## config.mk

```make
export PLATFORM = sky130hd
export DESIGN_NAME = ffra_cmp
export DESIGN_NICKNAME = d
export VERILOG_FILES = /design/src/rtl/ffra_pkg.sv /design/src/rtl/ffra_cmp.sv
export SDC_FILE = /design/constraint.sdc
export NUM_CORES = 1
export LEC_CHECK = 0
export ABC_AREA = 1
export BUFFER_PORTS_ARGS = -buffer_cell sky130_fd_sc_hd__buf_2
export CAP_MARGIN = 10
export CORE_ASPECT_RATIO = 0.75
export CORE_MARGIN = 8
export CORE_UTILIZATION = 54
export DETAILED_ROUTE_END_ITERATION = 8
export PLACE_DENSITY_LB_ADDON = 0.08
export SLEW_MARGIN = 20
export SYNTH_ARGS = -nofsm -noshare
export SYNTH_HDL_FRONTEND = slang
export SYNTH_SLANG_ARGS = --single-unit
```

## constraint.sdc

```tcl
create_clock -name vclk -period 3.8
set_input_delay 0.19 -clock vclk [all_inputs]
set_output_delay 0.19 -clock vclk [all_outputs]
set_load 0.01 [all_outputs]
```

## src/rtl/ffra_pkg.sv

```systemverilog
`timescale 1ns / 1ps
`default_nettype none

package ffra_pkg;

    localparam int WORD_W  = 32;
    localparam int GAP_W   = 16;
    localparam int ENTRY_W = 7;
    localparam int CAND_W  = 34;
    localparam int CEND_W  = 35;
    localparam int CFG_IDX_W = 1;

    localparam logic [WORD_W-1:0] REGION_SIZE_RESET = 32'd268435456;
    localparam logic [GAP_W-1:0]  GUARD_GAP_RESET   = 16'd2048;

    localparam logic [CFG_IDX_W-1:0] CFG_REGION_SIZE = 1'd0;
    localparam logic [CFG_IDX_W-1:0] CFG_GUARD_GAP   = 1'd1;

    typedef enum logic [1:0] {
        ACT_FIND = 2'd0,
        ACT_BIND = 2'd1,
        ACT_FREE = 2'd2,
        ACT_NONE = 2'd3
    } action_t;

    typedef enum logic [1:0] {
        STAT_OK        = 2'd0,
        STAT_NO_SPACE  = 2'd1,
        STAT_FULL      = 2'd2,
        STAT_NOT_FOUND = 2'd3
    } status_t;

    typedef enum logic [3:0] {
        ST_IDLE,
        ST_CAND_END,
        ST_NEXT,
        ST_CAND_ADDR,
        ST_CAND_SUM,
        ST_SCAN,
        ST_BIND,
        ST_FREE_SCAN,
        ST_SHIFT,
        ST_DONE
    } state_t;

    // One table entry as stored in the region table.
    typedef struct packed {
        logic [WORD_W-1:0] size;
        logic [WORD_W-1:0] start;
    } entry_t;

    typedef struct packed {
        logic overlap;
        logic match;
    } cmp_res_t;

endpackage

`default_nettype wire

```

## src/rtl/ffra_cmp.sv

```systemverilog
`timescale 1ns / 1ps
`default_nettype none

module ffra_cmp
    import ffra_pkg::*;
(
    input  wire logic [CAND_W-1:0] cand,
    input  wire logic [CEND_W-1:0] cend,
    input  wire entry_t            entry,
    input  wire logic [WORD_W-1:0] req_offset,
    input  wire logic [WORD_W-1:0] req_size,
    output cmp_res_t               res
);

    logic [CEND_W-1:0] s_ext;
    logic [CEND_W-1:0] e_ext;
    logic [CEND_W-1:0] c_ext;

    always_comb
    begin
        s_ext = CEND_W'(entry.start);
        e_ext = CEND_W'(entry.start) + CEND_W'(entry.size);
        c_ext = CEND_W'(cand);
        // Bounds are inclusive on both ends of the stored region.
        res.overlap = ((c_ext >= s_ext) && (c_ext <= e_ext))
                   || ((cend >= s_ext) && (cend <= e_ext))
                   || ((c_ext <= s_ext) && (cend >= e_ext));
        res.match   = (entry.start == req_offset) && (entry.size == req_size);
    end

endmodule

`default_nettype wire

```

# After elaboration in Yosys (flattened, before gate mapping)
# Cells that the tools add are included.
[op_classes]
addsub = 1
n_mul = 0
div_mod_pow = 0
magnitude_cmp = 6
eq_ne = 2
n_shift = 0
n_mux = 0
bitwise = 0
reduce_logical = 6
[ops]
columns = ["op", "n"]
rows = [
  ["$eq 32x32->1", 2],
  ["$ge 35x32->1", 1],
  ["$ge 35x33->1", 1],
  ["$le 35x33->1", 1],
  ["$ge 34x32->1", 1],
  ["$le 34x32->1", 1],
  ["$le 34x33->1", 1],
  ["$add 32x32->33", 1],
  ["$logic_and 1x1->1", 4],
  ["$logic_or 1x1->1", 2],
]
[word_totals]
regBits = 0
latchBits = 0
mem_bits_rw = 0
romBits = 0
input_bits = 197
out_inout_bits = 2
wordCells = 15
mem_count = 0

# Logic depth before layout (Yosys ltp)
# Gate-level depths: netlist of the first run.
[logic_depth]
depth_word = 5
depth_mapped = 29
depth_no_buf = 29

# Least setup slack after synthesis of the first run
# No wires, ideal clock.
[synth_timing]
path_kind = "input-to-output"
from = "input port entry[0] (netlist name)"
to = "output port res[1] (netlist name)"
t_arrival_ps = 3206
t_required_ps = 3610
path_slack_ps = 404
cell_stages = 27
n_path_buf = 0
path_cell_list = "ha_1 > inv_1 > fa_1 > o21ai_4 > a21oi_2 > o21bai_1 > a221oi_1 > o31ai_1 > xnor2_1 > ha_1 > nand2_1 > nor2_1 > nor2_1 > nand2_1 > nor2_1 > nand3_1 > a21oi_1 > nand2_1 > nand2_1 > nand2_1 > nand2_1 > nand2_1 > nand2_1 > nand2_1 > nand2_1 > nand2_1 > nand3_2"
[synth_rtl]
columns = ["item", "line_no", "source"]
rows = [
  ["from (decl)", "ffra_cmp.sv:9", "input wire entry_t entry,"],
  ["to (decl)", "ffra_cmp.sv:12", "output cmp_res_t res"],
]

==> impl_metrics.env, run 1 <==
export IMPL_synth_area_top_cells="ha_1 (35%), nand2_1 (13%), xnor2_1 (8.4%), inv_1 (6.8%), a21oi_1 (6.0%)"
export IMPL_cp_max_fo=4
export IMPL_crit_arrival_ps=3720
export IMPL_wirelength_mm=22.9
export IMPL_run_status="finished, violations left"
export IMPL_ir_drop_mv=0.0936
export IMPL_start_util_pct=55.4
export IMPL_grtUsageTotal_pct=29.2
export IMPL_final_period_utilization_pct=103
export IMPL_placedInstanceArea_mm2=0.00702
export IMPL_core_area_mm2=0.0103
export IMPL_ys_types=48
export IMPL_violations="setup timing"
export IMPL_die_h_um=105
export IMPL_finalHoldViolCount=0
export IMPL_grt_pass1_vias=6525
export IMPL_hold_buffers=0
export IMPL_power_density_mw_per_mm2=185
export IMPL_setup_ws_ps=-106
export IMPL_via_per_inst=5.71
export IMPL_synth_area_per_cell_um2=6.77
export IMPL_wl_per_cell_um=18.8
export IMPL_drv_slew=0
export IMPL_crit_required_ps=3610
export IMPL_grt_max_degree=7
export IMPL_hp_class="in2out"
export IMPL_place_hpwl_mm=20.1
export IMPL_maxCapViolCount=0
export IMPL_path_class="in2out"
export IMPL_yosys_cell_count_top_type="nand2_1"
export IMPL_worst_setup_path_start_kind="primary input"
export IMPL_antenna_left=0
export IMPL_syn_cell_area_mm2=0.00571
export IMPL_syn_inst=843
export IMPL_ys_warn_count=0
export IMPL_drive_above_1_share_pct=31.6
export IMPL_final_area_mm2=0.00751
export IMPL_die_x_um=135
export IMPL_route_detailed_drc=0
export IMPL_grt_pass1_wl_mm=33.6
export IMPL_power_mw=1.39
export IMPL_yosysSeqAreaShare_pct=0
export IMPL_min_period_ps=3910
export IMPL_portBuffers=199
export IMPL_nClkBuffers=0
export IMPL_netlist_area_leader_share_pct=35.1
export IMPL_max_stage_delay_ps=380
export IMPL_antenna_cells=0
export IMPL_slew_headroom_pct=39.9
export IMPL_nets=1440
export IMPL_flops_and_latches=0
export IMPL_num_vias=6944
export IMPL_seq_area_um2=0
export IMPL_synth_top_cell_by_area="ha_1"
export IMPL_nFillCells=864
export IMPL_rows=32
export IMPL_die_area_mm2=0.0141
export IMPL_clock_fmax_mhz=256
export IMPL_leakage_nw=4.08
export IMPL_worstMarginPinSlew_ps=894
export IMPL_firstDrtPassIters=6
export IMPL_holdWs_ps=934
export IMPL_synthTopCellsByCount="nand2_1 (190), ha_1 (160), inv_1 (104)"
export IMPL_syn2layout_area_growth_pct=31.7
export IMPL_crit_slowest_cell="fa_2"
export IMPL_antenna_found_initial=0
export IMPL_io_pins=199
export IMPL_report_final_setup_viol=1
export IMPL_syn_nets=1201
export IMPL_worstSetupEndpointType="output port"
export IMPL_crit_top_cell="nand2_1"
export IMPL_drt_iter0_markers=460
export IMPL_rsz0062_at_grt="yes"
export IMPL_place_congestion=0.996
export IMPL_overflow=0
==> cell families (layout without fill, tap and decap cells) <==
kind of cell	count (synthesis)	in the layout	share of synthesized area [%]
xor+xnor	68	68	10.6
buf+inv	110	347	7.26
fa+ha+maj	161	161	35.4
simple gates	355	355	29.3
compound gates	149	149	17.4
==> routing by layer <==
metal / track usage, % / vias up / share of wire [%]
met5: 0 / - / 0
met4: 6.31 / 0 / 2.5
met3: 6.51 / 35 / 11
met2: 46.5 / 362 / 44
met1: 39.2 / 3136 / 43
li1: - / 3411 / -
==> critical path, delay by kind of cell <==
family,cells,cell delay [ps]
xor gates and xnor gates,1,280
and+or+nand+nor,17,1150
buffers and inverters,5,550
AOI/OAI and AO/OA,4,700
adders and majority gates,3,840
==> power by group <==
group          internal, mW  switching [mW]  total, mW
combinational         0.592           0.800       1.39
sequential                0               0          0
clock                     0               0          0
==> what timing repair did <==
action	CTS	global route
setup endpoints to repair	1	1
buffers inserted	7	12
gates cloned	0	0
resized for setup	9	60
pin swaps	9	38
==> cell usage in the layout (no fill, tap or decap), types with 15 or more instances in the layout <==
cell,instances
nand3_1,19
buf_2,196
o21ai_0,19
buf_4,36
nor2_1,45
xnor2_1,52
nand4_1,31
inv_1,101
a21oi_1,64
ha_1,147
nand2_1,184
or2_2,15
==> worst paths after layout <==
kind                  depth (start not counted)     end           start  slack, ps
worst max-delay path                         30  res[1]       entry[32]       -110
worst min-delay path                          7  res[0]  req_offset[28]        930
==> cell type report <==
type,instances,area [um^2],area share [%]
multi-input cells,733,5620,74.7
repair buffers,237,1310,17.5
inverters,110,417,5.55
well taps,136,170,2.26
==> per-stage QoR <==
stage | util, % | TNS, ps | worst slack [ps] | cells
5_1_grt | 73.0 | -341 | -341 | 1216
3_3_place_gp | 68.2 | -87.3 | -87.3 | 1198
2_1_floorplan | - | 0 | 404 | 843
3_5_place_dp | 68.2 | -143 | -143 | 1198
6_report | 73.0 | -106 | -106 | 1216
4_1_cts | 69.2 | 0 | 0.605 | 1205
(Power assumes the default switching activity.)
==> run 2: changes to the inputs <==
- SETUP_SLACK_MARGIN: default -> 0.05
==> run 2 against run 1 <==
Compared with the run above:
- final cell count up 0.25%
- first-iteration DRC count up 22%
- highest routed layer unchanged
- non-clock buffer count grew 3
- maximum frequency barely moved
- the run still ends with setup timing left
==> impl_metrics.env, run 2 (same netlist as run 1, synthesis figures left out) <==
export IMPL_portBuffers=199
export IMPL_io_pins=199
export IMPL_crit_top_cell="nand2_1"
export IMPL_ir_drop_mv=0.0908
export IMPL_final_period_utilization_pct=103
export IMPL_finalHoldViolCount=0
export IMPL_antenna_left=0
export IMPL_num_vias=7043
export IMPL_place_hpwl_mm=20.1
export IMPL_leakage_nw=4.10
export IMPL_dp_cells=1198
export IMPL_whs_path_depth=7
export IMPL_use_met2_pct=46.6
export IMPL_final_cell_mix="buf_2 (196), nand2_1 (184), ha_1 (147)"
export IMPL_pwr_share_seq_pct=0
export IMPL_holdWs_ps=928
export IMPL_violations="setup timing"
export IMPL_grt_use_met3_pct=6.75
export IMPL_cp_max_fo=3
export IMPL_run_status="finished, violations left"
export IMPL_crit_slowest_cell="fa_2"
export IMPL_syn2layout_area_growth_pct=32.3
export IMPL_grtUsageTotal_pct=29.3
export IMPL_antenna_cells=0
export IMPL_fin_util_pct=73.4
export IMPL_grt_pass1_vias=6541
export IMPL_nClkBuffers=0
export IMPL_wirelength_mm=23.1
export IMPL_clock_fmax_mhz=256
export IMPL_crit_arrival_ps=3710
export IMPL_use_met1_pct=39.1
export IMPL_slew_headroom_pct=45.1
export IMPL_antenna_found_initial=0
export IMPL_worstSetupEndpointType="output port"
export IMPL_final_area_mm2=0.00755
export IMPL_hp_class="in2out"
export IMPL_route_detailed_drc=0
export IMPL_crit_required_ps=3610
export IMPL_path_class="in2out"
export IMPL_grt_max_degree=7
export IMPL_power_density_mw_per_mm2=187
export IMPL_placedInstanceArea_mm2=0.00702
export IMPL_worstMarginPinSlew_ps=816
export IMPL_rsz0062_at_grt="yes"
export IMPL_setup_ws_ps=-104
export IMPL_seq_area_um2=0
export IMPL_overflow=0
export IMPL_max_stage_delay_ps=380
export IMPL_via_per_inst=5.78
export IMPL_firstDrtPassIters=7
export IMPL_grt_pass1_wl_mm=33.7
export IMPL_flops_and_latches=0
export IMPL_power_mw=1.41
export IMPL_multiInputGateArea_mm2=0.00562
export IMPL_die_area_mm2=0.0141
export IMPL_final_common_cell="buf_2"
export IMPL_report_final_setup_viol=1
export IMPL_place_congestion=0.996
export IMPL_layout_cells_non_filler=1219
export IMPL_p_int_mw=0.602
export IMPL_maxCapViolCount=0
export IMPL_die_x_um=135
export IMPL_rows=32
export IMPL_drive_above_1_share_pct=31.6
export IMPL_p_sw_mw=0.808
export IMPL_worst_setup_path_start_kind="primary input"
export IMPL_p_sw_share_pct=57.3
export IMPL_nets=1443
export IMPL_comb_power_share_pct=100.0
export IMPL_die_h_um=105
export IMPL_start_util_pct=55.4
export IMPL_drt_iter0_markers=560
export IMPL_nFillCells=855
export IMPL_p_clk_share_pct=0
export IMPL_wl_per_cell_um=19.0
export IMPL_drv_slew=0
export IMPL_core_area_mm2=0.0103
export IMPL_min_period_ps=3900
export IMPL_busiest_layer="met2"
-- run 2: power by group through the flow --
stage                     Clock [mW]  Sequential (mW)  Combinational [mW]
after floorplan                    0                0               0.779
after global placement             0                0                1.18
after detailed placement           0                0                1.21
after CTS                          0                0                1.25
after global routing               0                0                1.54
final                              0                0                1.41
-- run 2: stage by stage --
stage,setup TNS [ps],worst slack (ps)
finish,-104,-104
global route,-309,-309
CTS,0,30.3
detailed placement,-143,-143
global placement,-87.3,-87.3
floorplan,0,404
-- run 2: layout make-up --
| class | instances | share of cell area [%] |
|---|---|---|
| multi-input cells | 733 | 74.5 |
| inverters | 110 | 5.52 |
| repair buffers | 240 | 17.8 |
| well taps | 136 | 2.25 |
-- run 2: what timing repair did --
item | in CTS | in global routing
pin swaps | 12 | 36
buffers inserted | 8 | 14
resized for setup | 14 | 57
endpoints found under the setup margin | 1 | 1
hold buffers | 0 | 0
-- run 2: path summary, 6_finish.rpt --
check	startpoint	end
max	entry[32]	res[1]
min	req_offset[28]	res[0]
-- run 2: metal layers --
layer	vias to the layer above	part of all wire [%]
met1	3199	42
met2	385	44
li1	3419	-
met3	40	11
met4	0	2.6
met5	-	0
-- run 2: worst max-delay path: cells and delay by family --
family	cells	cell delay [ps]
XOR/XNOR	1	330
buffers and inverters	5	540
AO/OA/AOI/OAI	4	680
AND/OR/NAND/NOR	17	1110
adder cells (fa/ha/maj)	3	860
